### src/rtl/core/cma_pkg.sv
// Shared constants and types for the centered moving average block.
package cma_pkg;

    localparam int WL_W        = 7;
    localparam int RECIP_W     = 17;
    localparam int H_W         = WL_W - 1;
    localparam int CFG_IDX_W   = 2;
    localparam int CFG_DATA_W  = 17;
    localparam int FRAC_BITS   = 16;
    localparam int ROUND_BIAS  = 32768;
    localparam int QUEUE_DEPTH = 4;
    localparam int QCNT_W      = $clog2(QUEUE_DEPTH + 1);

    localparam logic [CFG_IDX_W-1:0] CFG_WINDOW_LENGTH     = 2'd0;
    localparam logic [CFG_IDX_W-1:0] CFG_WINDOW_RECIPROCAL = 2'd1;

    localparam logic [WL_W-1:0]    WL_RESET    = 7'd1;
    localparam logic [RECIP_W-1:0] RECIP_RESET = 17'd65536;

    typedef enum logic {
        FRONT_RUN,
        FRONT_FLUSH
    } front_state_t;

    typedef struct packed {
        logic              nonempty;
        logic [QCNT_W-1:0] count;
    } queue_status_t;

endpackage

### src/rtl/core/cma_ram.sv
// Generic single-write, single-read RAM with registered read data.
module cma_ram #(
    parameter int WIDTH = 16,
    parameter int DEPTH = 128
) (
    input  logic                     clk,
    input  logic                     wr_en,
    input  logic [$clog2(DEPTH)-1:0] wr_addr,
    input  logic [WIDTH-1:0]         wr_data,
    input  logic [$clog2(DEPTH)-1:0] rd_addr,
    output logic [WIDTH-1:0]         rd_data
);

    logic [WIDTH-1:0] mem_reg [DEPTH];
    logic [WIDTH-1:0] rd_data_reg;

    always_ff @(posedge clk)
    begin
        if (wr_en)
        begin
            mem_reg[wr_addr] <= wr_data;
        end
        rd_data_reg <= mem_reg[rd_addr];
    end

    assign rd_data = rd_data_reg;

endmodule

### src/rtl/core/cma_queue.sv
// Short FIFO between the accumulate front end and the scaling back end.
module cma_queue #(
    parameter int WIDTH = 24
) (
    input  logic                   clk,
    input  logic                   rst_n,
    input  logic                   push,
    input  logic [WIDTH-1:0]       push_data,
    input  logic                   pop,
    output logic [WIDTH-1:0]       pop_data,
    output cma_pkg::queue_status_t status
);

    import cma_pkg::*;

    localparam int QP_W = $clog2(QUEUE_DEPTH);

    logic [WIDTH-1:0]  mem_reg [QUEUE_DEPTH];
    logic [QP_W-1:0]   wr_ptr_reg, wr_ptr_next;
    logic [QP_W-1:0]   rd_ptr_reg, rd_ptr_next;
    logic [QCNT_W-1:0] count_reg, count_next;

    always_comb
    begin
        wr_ptr_next = push ? wr_ptr_reg + 1'b1 : wr_ptr_reg;
        rd_ptr_next = pop ? rd_ptr_reg + 1'b1 : rd_ptr_reg;
        case ({push, pop})
            2'b10:   count_next = count_reg + 1'b1;
            2'b01:   count_next = count_reg - 1'b1;
            default: count_next = count_reg;
        endcase
    end

    always_ff @(posedge clk or negedge rst_n)
    begin
        if (!rst_n)
        begin
            wr_ptr_reg <= '0;
            rd_ptr_reg <= '0;
            count_reg  <= '0;
        end
        else
        begin
            wr_ptr_reg <= wr_ptr_next;
            rd_ptr_reg <= rd_ptr_next;
            count_reg  <= count_next;
        end
    end

    always_ff @(posedge clk)
    begin
        if (push)
        begin
            mem_reg[wr_ptr_reg] <= push_data;
        end
    end

    assign pop_data        = mem_reg[rd_ptr_reg];
    assign status.nonempty = (count_reg != '0);
    assign status.count    = count_reg;

endmodule

### src/rtl/core/cma_front.sv
// Front end: accepts samples, keeps the history and running sum, sequences the flush.
module cma_front #(
    parameter int MAX_WINDOW  = 64,
    parameter int SAMPLE_BITS = 16,
    parameter int SUM_W       = 23,
    parameter int ADDR_W      = 7
) (
    input  logic                          clk,
    input  logic                          rst_n,
    input  logic [cma_pkg::WL_W-1:0]      window_length,
    input  logic                          in_valid,
    output logic                          in_ready,
    input  logic signed [SAMPLE_BITS-1:0] sample,
    input  logic                          final_sample,
    input  cma_pkg::queue_status_t        q_status,
    output logic                          ram_wr_en,
    output logic [ADDR_W-1:0]             ram_wr_addr,
    output logic [SAMPLE_BITS-1:0]        ram_wr_data,
    output logic [ADDR_W-1:0]             ram_rd_addr,
    input  logic [SAMPLE_BITS-1:0]        ram_rd_data,
    output logic                          push,
    output logic [SUM_W:0]                push_data
);

    import cma_pkg::*;

    localparam int HMAX    = MAX_WINDOW / 2;
    localparam int CNT_CAP = 2 * MAX_WINDOW - 1;
    localparam int CNT_W   = $clog2(2 * MAX_WINDOW);
    localparam int K_W     = H_W + 1;

    front_state_t state_reg, state_next;

    logic [ADDR_W-1:0]       wp_reg, wp_next;
    logic [CNT_W-1:0]        cnt_reg, cnt_next;
    logic signed [SUM_W-1:0] sum_reg, sum_next;
    logic [H_W-1:0]          fj_reg, fj_next;
    logic [H_W-1:0]          fm_reg, fm_next;
    logic [H_W-1:0]          fh_reg, fh_next;
    logic                    fsub_reg, fsub_next;
    logic [CNT_W-1:0]        fcnt_reg, fcnt_next;

    logic                         b_valid_reg;
    logic signed [SAMPLE_BITS-1:0] b_x_reg;
    logic                         b_sub_reg;
    logic                         b_emit_reg;
    logic                         b_last_reg;

    logic [H_W-1:0]                h;
    logic [H_W-1:0]                m_run;
    logic [CNT_W-1:0]              cnt_new;
    logic                          credit_ok;
    logic                          accept;
    logic [K_W-1:0]                k;
    logic                          flush_sub;
    logic [ADDR_W-1:0]             run_addr;
    logic [ADDR_W-1:0]             flush_addr;
    logic                          issue;
    logic signed [SAMPLE_BITS-1:0] op_x;
    logic                          op_sub;
    logic                          op_emit;
    logic                          op_last;
    logic signed [SUM_W-1:0]       x_ext;
    logic signed [SUM_W-1:0]       sub_ext;
    logic signed [SUM_W-1:0]       val;

    always_comb
    begin
        h = window_length[WL_W-1:1];
        if (int'(h) > HMAX)
        begin
            h = H_W'(HMAX);
        end
    end

    assign m_run      = (int'(cnt_reg) < int'(h)) ? H_W'(cnt_reg) : h;
    assign cnt_new    = (int'(cnt_reg) < CNT_CAP) ? cnt_reg + 1'b1 : CNT_W'(CNT_CAP);
    assign credit_ok  = (int'(q_status.count) + int'(b_valid_reg)) < QUEUE_DEPTH;
    assign accept     = in_valid && in_ready;
    assign k          = {fh_reg, 1'b0} - K_W'(fj_reg) + 1'b1;
    assign flush_sub  = fsub_reg && (int'(k) < int'(fcnt_reg));
    assign run_addr   = wp_reg - ADDR_W'({h, 1'b0}) - 1'b1;
    assign flush_addr = wp_reg - ADDR_W'(k) - 1'b1;

    always_comb
    begin
        state_next = state_reg;
        case (state_reg)
            FRONT_RUN:
            begin
                if (accept && final_sample && (m_run != '0))
                begin
                    state_next = FRONT_FLUSH;
                end
            end
            FRONT_FLUSH:
            begin
                if (credit_ok && (fj_reg == fm_reg))
                begin
                    state_next = FRONT_RUN;
                end
            end
            default: state_next = FRONT_RUN;
        endcase
    end

    always_comb
    begin
        in_ready    = 1'b0;
        issue       = 1'b0;
        op_x        = '0;
        op_sub      = 1'b0;
        op_emit     = 1'b0;
        op_last     = 1'b0;
        ram_wr_en   = 1'b0;
        ram_rd_addr = run_addr;
        wp_next     = wp_reg;
        cnt_next    = cnt_reg;
        fj_next     = fj_reg;
        fm_next     = fm_reg;
        fh_next     = fh_reg;
        fsub_next   = fsub_reg;
        fcnt_next   = fcnt_reg;
        case (state_reg)
            FRONT_RUN:
            begin
                in_ready = credit_ok;
                if (accept)
                begin
                    issue     = 1'b1;
                    ram_wr_en = 1'b1;
                    op_x      = sample;
                    op_sub    = int'(cnt_reg) >= 2 * int'(h) + 1;
                    op_emit   = final_sample || (int'(cnt_new) > int'(h));
                    op_last   = final_sample && (m_run == '0);
                    wp_next   = wp_reg + 1'b1;
                    cnt_next  = final_sample ? '0 : cnt_new;
                    if (final_sample)
                    begin
                        fj_next   = H_W'(1);
                        fm_next   = m_run;
                        fh_next   = h;
                        fsub_next = int'(cnt_reg) >= int'(h);
                        fcnt_next = cnt_new;
                    end
                end
            end
            FRONT_FLUSH:
            begin
                ram_rd_addr = flush_addr;
                if (credit_ok)
                begin
                    issue   = 1'b1;
                    op_sub  = flush_sub;
                    op_emit = 1'b1;
                    op_last = (fj_reg == fm_reg);
                    fj_next = fj_reg + 1'b1;
                end
            end
            default:
            begin
                in_ready = 1'b0;
            end
        endcase
    end

    assign ram_wr_addr = wp_reg;
    assign ram_wr_data = sample;

    // accumulate stage: history read data lines up with the registered op
    assign x_ext   = {{(SUM_W - SAMPLE_BITS){b_x_reg[SAMPLE_BITS-1]}}, b_x_reg};
    assign sub_ext = b_sub_reg
                   ? {{(SUM_W - SAMPLE_BITS){ram_rd_data[SAMPLE_BITS-1]}}, ram_rd_data}
                   : '0;
    assign val       = sum_reg + x_ext - sub_ext;
    assign push      = b_valid_reg && b_emit_reg;
    assign push_data = {val, b_last_reg};

    always_comb
    begin
        sum_next = sum_reg;
        if (b_valid_reg)
        begin
            sum_next = b_last_reg ? '0 : val;
        end
    end

    always_ff @(posedge clk or negedge rst_n)
    begin
        if (!rst_n)
        begin
            state_reg   <= FRONT_RUN;
            wp_reg      <= '0;
            cnt_reg     <= '0;
            sum_reg     <= '0;
            fj_reg      <= '0;
            fm_reg      <= '0;
            fh_reg      <= '0;
            fsub_reg    <= 1'b0;
            fcnt_reg    <= '0;
            b_valid_reg <= 1'b0;
        end
        else
        begin
            state_reg   <= state_next;
            wp_reg      <= wp_next;
            cnt_reg     <= cnt_next;
            sum_reg     <= sum_next;
            fj_reg      <= fj_next;
            fm_reg      <= fm_next;
            fh_reg      <= fh_next;
            fsub_reg    <= fsub_next;
            fcnt_reg    <= fcnt_next;
            b_valid_reg <= issue;
        end
    end

    always_ff @(posedge clk)
    begin
        if (issue)
        begin
            b_x_reg    <= op_x;
            b_sub_reg  <= op_sub;
            b_emit_reg <= op_emit;
            b_last_reg <= op_last;
        end
    end

endmodule

### src/rtl/core/cma_back.sv
// Back end: scales queued sums by the reciprocal, rounds, saturates and drives the output.
module cma_back #(
    parameter int SAMPLE_BITS = 16,
    parameter int SUM_W       = 23
) (
    input  logic                          clk,
    input  logic                          rst_n,
    input  logic [cma_pkg::RECIP_W-1:0]   window_reciprocal,
    input  cma_pkg::queue_status_t        q_status,
    input  logic [SUM_W:0]                pop_data,
    output logic                          pop,
    output logic                          out_valid,
    input  logic                          out_ready,
    output logic signed [SAMPLE_BITS-1:0] average,
    output logic                          final_result
);

    import cma_pkg::*;

    localparam int P_W = SUM_W + RECIP_W + 1;
    localparam logic signed [P_W-1:0] SAT_HI = P_W'((longint'(1) <<< (SAMPLE_BITS - 1)) - 1);
    localparam logic signed [P_W-1:0] SAT_LO = ~SAT_HI;

    logic                          m_valid_reg, m_valid_next;
    logic signed [P_W-1:0]         m_prod_reg;
    logic                          m_last_reg;
    logic                          o_valid_reg, o_valid_next;
    logic signed [SAMPLE_BITS-1:0] o_avg_reg;
    logic                          o_last_reg;

    logic                          o_take;
    logic                          m_take;
    logic signed [SUM_W-1:0]       sum_in;
    logic signed [RECIP_W:0]       recip_s;
    logic signed [P_W-1:0]         prod;
    logic signed [P_W-1:0]         rnd;
    logic signed [SAMPLE_BITS-1:0] sat;

    assign o_take = !o_valid_reg || out_ready;
    assign m_take = !m_valid_reg || o_take;
    assign pop    = q_status.nonempty && m_take;

    assign sum_in  = pop_data[SUM_W:1];
    assign recip_s = {1'b0, window_reciprocal};
    assign prod    = P_W'(sum_in) * P_W'(recip_s);

    assign rnd = (m_prod_reg + P_W'(ROUND_BIAS)) >>> FRAC_BITS;

    always_comb
    begin
        if (rnd > SAT_HI)
        begin
            sat = SAT_HI[SAMPLE_BITS-1:0];
        end
        else if (rnd < SAT_LO)
        begin
            sat = SAT_LO[SAMPLE_BITS-1:0];
        end
        else
        begin
            sat = rnd[SAMPLE_BITS-1:0];
        end
    end

    always_comb
    begin
        m_valid_next = m_take ? pop : m_valid_reg;
        o_valid_next = o_take ? m_valid_reg : o_valid_reg;
    end

    always_ff @(posedge clk or negedge rst_n)
    begin
        if (!rst_n)
        begin
            m_valid_reg <= 1'b0;
            o_valid_reg <= 1'b0;
        end
        else
        begin
            m_valid_reg <= m_valid_next;
            o_valid_reg <= o_valid_next;
        end
    end

    always_ff @(posedge clk)
    begin
        if (pop)
        begin
            m_prod_reg <= prod;
            m_last_reg <= pop_data[0];
        end
        if (o_take && m_valid_reg)
        begin
            o_avg_reg  <= sat;
            o_last_reg <= m_last_reg;
        end
    end

    assign out_valid    = o_valid_reg;
    assign average      = o_avg_reg;
    assign final_result = o_last_reg;

endmodule

### src/rtl/core/centered_moving_average.sv
// Centered moving average filter over a signed sample stream, window sum scaled by a Q1.16 reciprocal.
//
// Takes one sample per clock and delivers one average per clock while the
// input is not held off and out_ready is high. A result passes from the edge
// that accepts the sample completing its span through the accumulate stage
// into the queue, then the multiply register and the round/saturate output
// register. The sample marked final flushes min(n, h)+1 results (n = earlier
// samples of the signal, h = window_length/2, clamped to MAX_WINDOW/2), one
// per cycle while the queue has room; during the flush the input is held off,
// since every flushed result needs one read of the history RAM. The input also
// stalls while the queue between front and back end is full. The history needs
// no clearing pass: a fill count masks entries from an earlier signal. Write
// the configuration registers only while no transaction is in flight.
module centered_moving_average #(
    parameter int MAX_WINDOW  = 64,
    parameter int SAMPLE_BITS = 16
) (
    input  logic                             clk,
    input  logic                             rst_n,
    input  logic                             cfg_write_enable,
    input  logic [cma_pkg::CFG_IDX_W-1:0]    cfg_index,
    input  logic [cma_pkg::CFG_DATA_W-1:0]   cfg_data,
    input  logic                             in_valid,
    output logic                             in_ready,
    input  logic signed [SAMPLE_BITS-1:0]    sample,
    input  logic                             final_sample,
    output logic                             out_valid,
    input  logic                             out_ready,
    output logic signed [SAMPLE_BITS-1:0]    average,
    output logic                             final_result
);

    import cma_pkg::*;

    localparam int SUM_W     = SAMPLE_BITS + $clog2(MAX_WINDOW + 1);
    localparam int ADDR_W    = $clog2(MAX_WINDOW + 2);
    localparam int RAM_DEPTH = 1 << ADDR_W;

    logic [WL_W-1:0]    wl_reg, wl_next;
    logic [RECIP_W-1:0] recip_reg, recip_next;

    logic                   ram_wr_en;
    logic [ADDR_W-1:0]      ram_wr_addr;
    logic [SAMPLE_BITS-1:0] ram_wr_data;
    logic [ADDR_W-1:0]      ram_rd_addr;
    logic [SAMPLE_BITS-1:0] ram_rd_data;

    logic            q_push;
    logic [SUM_W:0]  q_push_data;
    logic            q_pop;
    logic [SUM_W:0]  q_pop_data;
    queue_status_t   q_status;

    always_comb
    begin
        wl_next    = wl_reg;
        recip_next = recip_reg;
        if (cfg_write_enable)
        begin
            case (cfg_index)
                CFG_WINDOW_LENGTH:     wl_next    = cfg_data[WL_W-1:0];
                CFG_WINDOW_RECIPROCAL: recip_next = cfg_data[RECIP_W-1:0];
                default:               wl_next    = wl_reg;
            endcase
        end
    end

    always_ff @(posedge clk or negedge rst_n)
    begin
        if (!rst_n)
        begin
            wl_reg    <= WL_RESET;
            recip_reg <= RECIP_RESET;
        end
        else
        begin
            wl_reg    <= wl_next;
            recip_reg <= recip_next;
        end
    end

    cma_ram #(
        .WIDTH (SAMPLE_BITS),
        .DEPTH (RAM_DEPTH)
    ) u_history (
        .clk     (clk),
        .wr_en   (ram_wr_en),
        .wr_addr (ram_wr_addr),
        .wr_data (ram_wr_data),
        .rd_addr (ram_rd_addr),
        .rd_data (ram_rd_data)
    );

    cma_front #(
        .MAX_WINDOW  (MAX_WINDOW),
        .SAMPLE_BITS (SAMPLE_BITS),
        .SUM_W       (SUM_W),
        .ADDR_W      (ADDR_W)
    ) u_front (
        .clk           (clk),
        .rst_n         (rst_n),
        .window_length (wl_reg),
        .in_valid      (in_valid),
        .in_ready      (in_ready),
        .sample        (sample),
        .final_sample  (final_sample),
        .q_status      (q_status),
        .ram_wr_en     (ram_wr_en),
        .ram_wr_addr   (ram_wr_addr),
        .ram_wr_data   (ram_wr_data),
        .ram_rd_addr   (ram_rd_addr),
        .ram_rd_data   (ram_rd_data),
        .push          (q_push),
        .push_data     (q_push_data)
    );

    cma_queue #(
        .WIDTH (SUM_W + 1)
    ) u_queue (
        .clk       (clk),
        .rst_n     (rst_n),
        .push      (q_push),
        .push_data (q_push_data),
        .pop       (q_pop),
        .pop_data  (q_pop_data),
        .status    (q_status)
    );

    cma_back #(
        .SAMPLE_BITS (SAMPLE_BITS),
        .SUM_W       (SUM_W)
    ) u_back (
        .clk               (clk),
        .rst_n             (rst_n),
        .window_reciprocal (recip_reg),
        .q_status          (q_status),
        .pop_data          (q_pop_data),
        .pop               (q_pop),
        .out_valid         (out_valid),
        .out_ready         (out_ready),
        .average           (average),
        .final_result      (final_result)
    );

    assert property (@(posedge clk) disable iff (!rst_n)
        q_push |-> (q_status.count < QCNT_W'(QUEUE_DEPTH)))
        else $error("queue push with no free entry");

    assert property (@(posedge clk) disable iff (!rst_n)
        (q_push && !q_pop) |=> (q_status.count == $past(q_status.count) + 1'b1))
        else $error("queue count lost a pushed transaction");

endmodule
### config.mk
export PLATFORM = sky130hd
export DESIGN_NAME = centered_moving_average
export DESIGN_NICKNAME = d
export VERILOG_FILES = /design/src/rtl/core/cma_pkg.sv /design/src/rtl/core/cma_ram.sv /design/src/rtl/core/cma_queue.sv /design/src/rtl/core/cma_front.sv /design/src/rtl/core/cma_back.sv /design/src/rtl/core/centered_moving_average.sv
export SDC_FILE = /design/constraint.sdc
export NUM_CORES = 2
export LEC_CHECK = 0
export CAP_MARGIN = 20
export CORE_UTILIZATION = 30
export CTS_CLUSTER_SIZE = 8
export DETAILED_ROUTE_END_ITERATION = 10
export DONT_BUFFER_PORTS = 1
export PLACE_DENSITY = 0.52
export SLEW_MARGIN = 5
export SYNTH_ARGS = -nofsm -noshare
export SYNTH_HDL_FRONTEND = slang
export SYNTH_HIERARCHICAL = 1
export SYNTH_SLANG_ARGS = --single-unit
### constraint.sdc
create_clock -name clk -period 7.1 [get_ports clk]
set_input_delay 1.42 -clock clk [delete_from_list [all_inputs] [get_ports clk]]
set_output_delay 1.42 -clock clk [all_outputs]
set_load 0.03 [all_outputs]
=== Word level (Yosys, flattened, before mapping) ===
Memories as Yosys holds them, arrays and structs flattened. A register that Yosys moved wholly into a read port is not among the register bits.
Index checks and enable logic that the tools add are counted.

* Memory bits (writable): 2,144
* Output and inout bits: 19
* Flip-flop bits (word level): 176
* Word-level logic and storage cells: 123
* Input port bits: 41
* Memories kept: 2

* Bitwise gates (word level): 2
* Eq/ne operators: 7
* Magnitude comparators: 10
* $mul: 1
* Mux-type cells: 33
* $add $sub $neg: 18
* Reduce and logical (&&, ||, !) cells: 25

{| class="wikitable"
|+ Memory list
! name !! words !! width !! read ports !! clocked after Yosys merged registers in !! wr ports !! RTL line !! text
|-
| u_history.mem_reg || 128 || 16 || 1 || 1 || 1 || cma_ram.sv:14 || <nowiki>logic [WIDTH-1:0] mem_reg [DEPTH];</nowiki>
|-
| u_queue.mem_reg || 4 || 24 || 1 || 0 || 1 || cma_queue.sv:18 || <nowiki>logic [WIDTH-1:0] mem_reg [QUEUE_DEPTH];</nowiki>
|}

{| class="wikitable"
|+ Operator list
! cell !! count
|-
| $mux 23 || 2
|-
| $add 41x17->41 const B || 1
|-
| $mul 23x18->41 || 1
|-
| $ge 8x32->1 || 1
|-
| $lt 32x4->1 const B || 1
|-
| $mux 6 || 5
|-
| $gt 25x16->1 const B || 1
|-
| $lt 25x16->1 const B || 1
|-
| $add 23x16->23 || 1
|-
| $sub 23x23->23 || 1
|-
| $add 7x1->7 const B || 3
|-
| $mux 7 || 3
|-
| $mux 16 || 1
|-
| $mux 1 || 15
|-
| $sub 7x1->7 const B || 2
|-
| $sub 7x7->7 || 2
|-
| $pmux 6 s2 || 1
|-
| $pmux 1 s2 || 5
|-
| $logic_and 1x1->1 || 9
|-
| $add 7x1->8 const B || 1
|-
| $ge 7x6->1 || 1
|-
| $gt 7x6->1 || 1
|-
| $lt 7x6->1 || 1
|-
| $lt 7x7->1 || 1
|-
| other kinds (25) || 35
|}

=== Logic depth before layout (Yosys ltp) ===
* Depth in word-level cells: 8
* Mapped depth: 25
* Gate-level depth less buffers: 23

=== By module ===
The synthesis kept the hierarchy.

{| class="wikitable"
|+ Modules (own cells, without submodules)
! module !! cells each !! times used !! sequential area each (µm²) !! area each (µm²)
|-
| cma_ram || 3,086 || 1 || 61,819.3 || 78,522.8
|-
| cma_back || 1,683 || 1 || 1,371.3 || 15,801.4
|-
| cma_front || 781 || 1 || 2,197.1 || 6,926.6
|-
| cma_queue || 158 || 1 || 3,057.9 || 3,892.5
|-
| centered_moving_average || 51 || 1 || 603.1 || 960.9
|}

=== Least setup slack after synthesis ===
No wires, ideal clock.

* Path type: reg-to-reg
* Start: reg u_queue.rd_ptr_reg[0]
* End: reg u_back.m_prod_reg[39], data pin
* Stages on the path, launching flop included: 23
* Setup time: 263 ps
* Path buffers: 2
* Slack: 222 ps
* Arrival time: 6,615 ps
* Clock period less this slack: 6,878 ps
* Data required time: 6,837 ps
* Path through: dfrtp_1 buf_6 mux4_1 clkbuf_1 nand2_1 fa_1 inv_1 fa_1 fa_1 fa_1 fa_1 inv_1 fa_1 inv_1 ha_1 a21o_1 a21o_1 a21o_1 a21o_1 nand3_1 nand2_1 a311oi_1 xnor2_1

* Cells in the longest elaborated chain, start to end: 2

{| class="wikitable"
|+ Ends and longest elaborated chain
! what !! RTL line !! text
|-
| start, declared || cma_queue.sv:20 || <nowiki>logic [QP_W-1:0] rd_ptr_reg, rd_ptr_next;</nowiki>
|-
| start signal, assigned || cma_queue.sv:45 || <nowiki>rd_ptr_reg <= rd_ptr_next;</nowiki>
|-
| $mem_v2 4x24 || -- ||
|-
| named net q_pop_data[23] || centered_moving_average.sv:51 || <nowiki>logic [SUM_W:0] q_pop_data;</nowiki>
|-
| $mul 23x18->41 || cma_back.sv:45 || <nowiki>assign prod = P_W'(sum_in) * P_W'(recip_s);</nowiki>
|-
| named net u_back.prod[39] || cma_back.sv:35 || <nowiki>logic signed [P_W-1:0] prod;</nowiki>
|-
| end signal, assigned || cma_back.sv:89 || <nowiki>m_prod_reg <= prod;</nowiki>
|-
| end, declared || cma_back.sv:25 || <nowiki>logic signed [P_W-1:0] m_prod_reg;</nowiki>
|}

The timed path passes the listed nets, and every way through them passes these cells.
A chain may end at the register's enable or synchronous reset.

=== Worst setup path after layout ===
* Start: reg u_queue.rd_ptr_reg[0]
* End: reg u_back.m_prod_reg[40], data pin

Same word-level chain as after synthesis.

==> qor.txt <==
Slew HR = 0.324
cell depth of the worst flop-to-flop path = 23
hold_buf cts = 0
r2r setup slk = 0.24 ns
Post-route DRC = 0
overall via count from detail_route = 52899
largest net degree at the start of global routing = 130
CP Max Fanout = 7
Initial Utilization = 0.303
FF-to-FF Start = u_queue/rd_ptr_reg[0]$_DFFE_PN0P_
Sink Count = 2320
num ports = 60
DP Area = 114000 um^2
wire per inst = 24.3 um
Fillers = 32676
Yosys warnings = 6
Core Area = 351000 um^2
Nets = 6790
critical path endpoint category = flip-flop
drt first pass iters = 5
register area = 69000 um^2
setup violators final = 0
mapped cell area = 106000 um^2
max-cap violation count = 0
Detailed Route Iter0 Violations = 4482
gr usage total = 0.149
max reg flops = 2048
grt ovf = 0
Final period util = 0.966
Die ar. = 356000 um^2
CP required = 7.77 ns
fmax = 146 MHz
initial antenna violation count = 26
Fin. Hold Viols = 0
HP Class = in -> async
CTS Buffer Depth = 4
Die H = 597 um
Syn Area/Cell = 18.4 um^2
dpl hpwl = 167 mm
Setup crit start kind = flip-flop
root buffer cell = clkbuf_16
DRT antenna net count = 0
Synthesized Nets = 6381
Slew Limit Fails = 0
Worst Max-Slew Pin Slew = 1.01 ns
CP Class = reg -> reg
I/O Buffers = 0
multi-input logic area = 33900 um^2
final instance area = 123000 um^2
run status = completed
share of cells above drive strength 1 = 0.242
first-pass GRT wire length = 393 mm
Syn-to-layout area delta = 16.0%
Final Skew = 0.0848 ns
Final TNS setup = 0 ns
gpl congestion = 0.800
routed wire length = 266 mm
CTS H-Tree Depth = 5
Skew-Pair Late Insertion Delay = 0.87 ns
Final Critical Period = 6.86 ns
number of buffers created by CTS = 334
vias in the first global route = 55851
Critical Path AT = 7.52 ns
Rows = 217
TritonCTS clock tree = done
DIE WIDTH = 597 um
clk slew on worst S/H paths = 0.06 ns
R2R Path End = u_back/m_prod_reg[40]$_DFFE_PP_
Syn Inst Count = 5757
Vias/cell = 4.83
==> how the worst max path moves through the flow <==
stage,from,end,slack (ns),depth (start not counted)
final,u_queue/rd_ptr_reg[0]$_DFFE_PN0P_,u_back/m_prod_reg[40]$_DFFE_PP_,0.24,23
after global routing,u_queue/rd_ptr_reg[0]$_DFFE_PN0P_,u_back/m_prod_reg[31]$_DFFE_PP_,-0.03,23
after floorplan,u_queue/rd_ptr_reg[0]$_DFFE_PN0P_,u_back/m_prod_reg[39]$_DFFE_PP_,0.22,22
after detailed placement,u_queue/rd_ptr_reg[0]$_DFFE_PN0P_,u_back/m_prod_reg[39]$_DFFE_PP_,-0.23,23
after CTS,u_queue/rd_ptr_reg[0]$_DFFE_PN0P_,u_back/m_prod_reg[40]$_DFFE_PP_,0.01,25
after global placement,u_queue/rd_ptr_reg[0]$_DFFE_PN0P_,u_back/m_prod_reg[39]$_DFFE_PP_,-0.15,23
==> routing by layer <==
layer / track usage / vias to the layer above / part of all wire / routed length (um)
met1: 0.211 / 28637 / 0.45 / 120000
li1: - / 22549 / - / -
met2: 0.242 / 1366 / 0.48 / 128000
met4: 0.0337 / 0 / 0.020 / 5300
met3: 0.0210 / 347 / 0.049 / 13100
met5: 0 / - / 0 / 0
==> worst max-delay path: stages (launching register included) <==
cell,delay (ns)
dfrtp_2,0.42
buf_12,0.14
buf_6,0.11
mux4_2,0.56
buf_4,0.20
and2_1,0.17
fa_1,0.54
fa_1,0.45
fa_1,0.52
fa_1,0.52
fa_1,0.56
inv_1,0.06
fa_1,0.53
inv_1,0.05
ha_1,0.31
nand2_1,0.08
buf_4,0.13
nor2_1,0.19
a211oi_2,0.13
a21oi_4,0.19
nand3_2,0.14
a31oi_4,0.29
a311oi_1,0.16
a311oi_2,0.25
==> metrics by stage <==
step,worst slack (ns),hold WS [ns],util,instances
finish,0.242,0.309,0.351,10948
global placement,-0.150,0.469,0.324,10518
CTS,0.0101,0.225,0.350,10930
detailed placement,-0.230,0.476,0.324,10520
global route,-0.0336,0.253,0.351,10943
floorplan,0.222,0.400,-,5757
==> cell usage in the layout (no fill, tap or decap), types with 17 or more instances in the layout <==
cell,instances
dfrtp_1,95
mux4_2,691
and2_1,228
mux2_2,33
inv_1,584
buf_4,315
clkbuf_1,47
nand3_1,43
nand4_1,22
xnor2_1,68
nand2_1,298
nor2_1,168
clkbuf_16,340
o22ai_1,22
o21ai_0,39
o21ai_1,17
a21oi_1,49
a21o_1,35
xor2_1,42
buf_12,25
ha_1,170
nor2b_1,22
edfxtp_1,2207
fa_1,408
==> cell type report <==
cell class / count / area share
inverter: 586 / 0.0179
multi-input combinational: 2576 / 0.276
clock inverter: 18 / 0.00221
timing repair buffer: 348 / 0.0244
clock buffer: 387 / 0.0705
antenna: 5 / 0.000102
sequential: 2320 / 0.561
tap: 4708 / 0.0479
==> what timing repair did <==
item / CTS / global route
setup endpoints to repair: 7 / 10
pin swaps: 4 / 15
setup buffers: 5 / 11
gates resized for setup: 6 / 29
gates cloned: 0 / 1
Power is not shown: default switching activity piles up to over one toggle a cycle in this logic, so the estimate is an artifact.
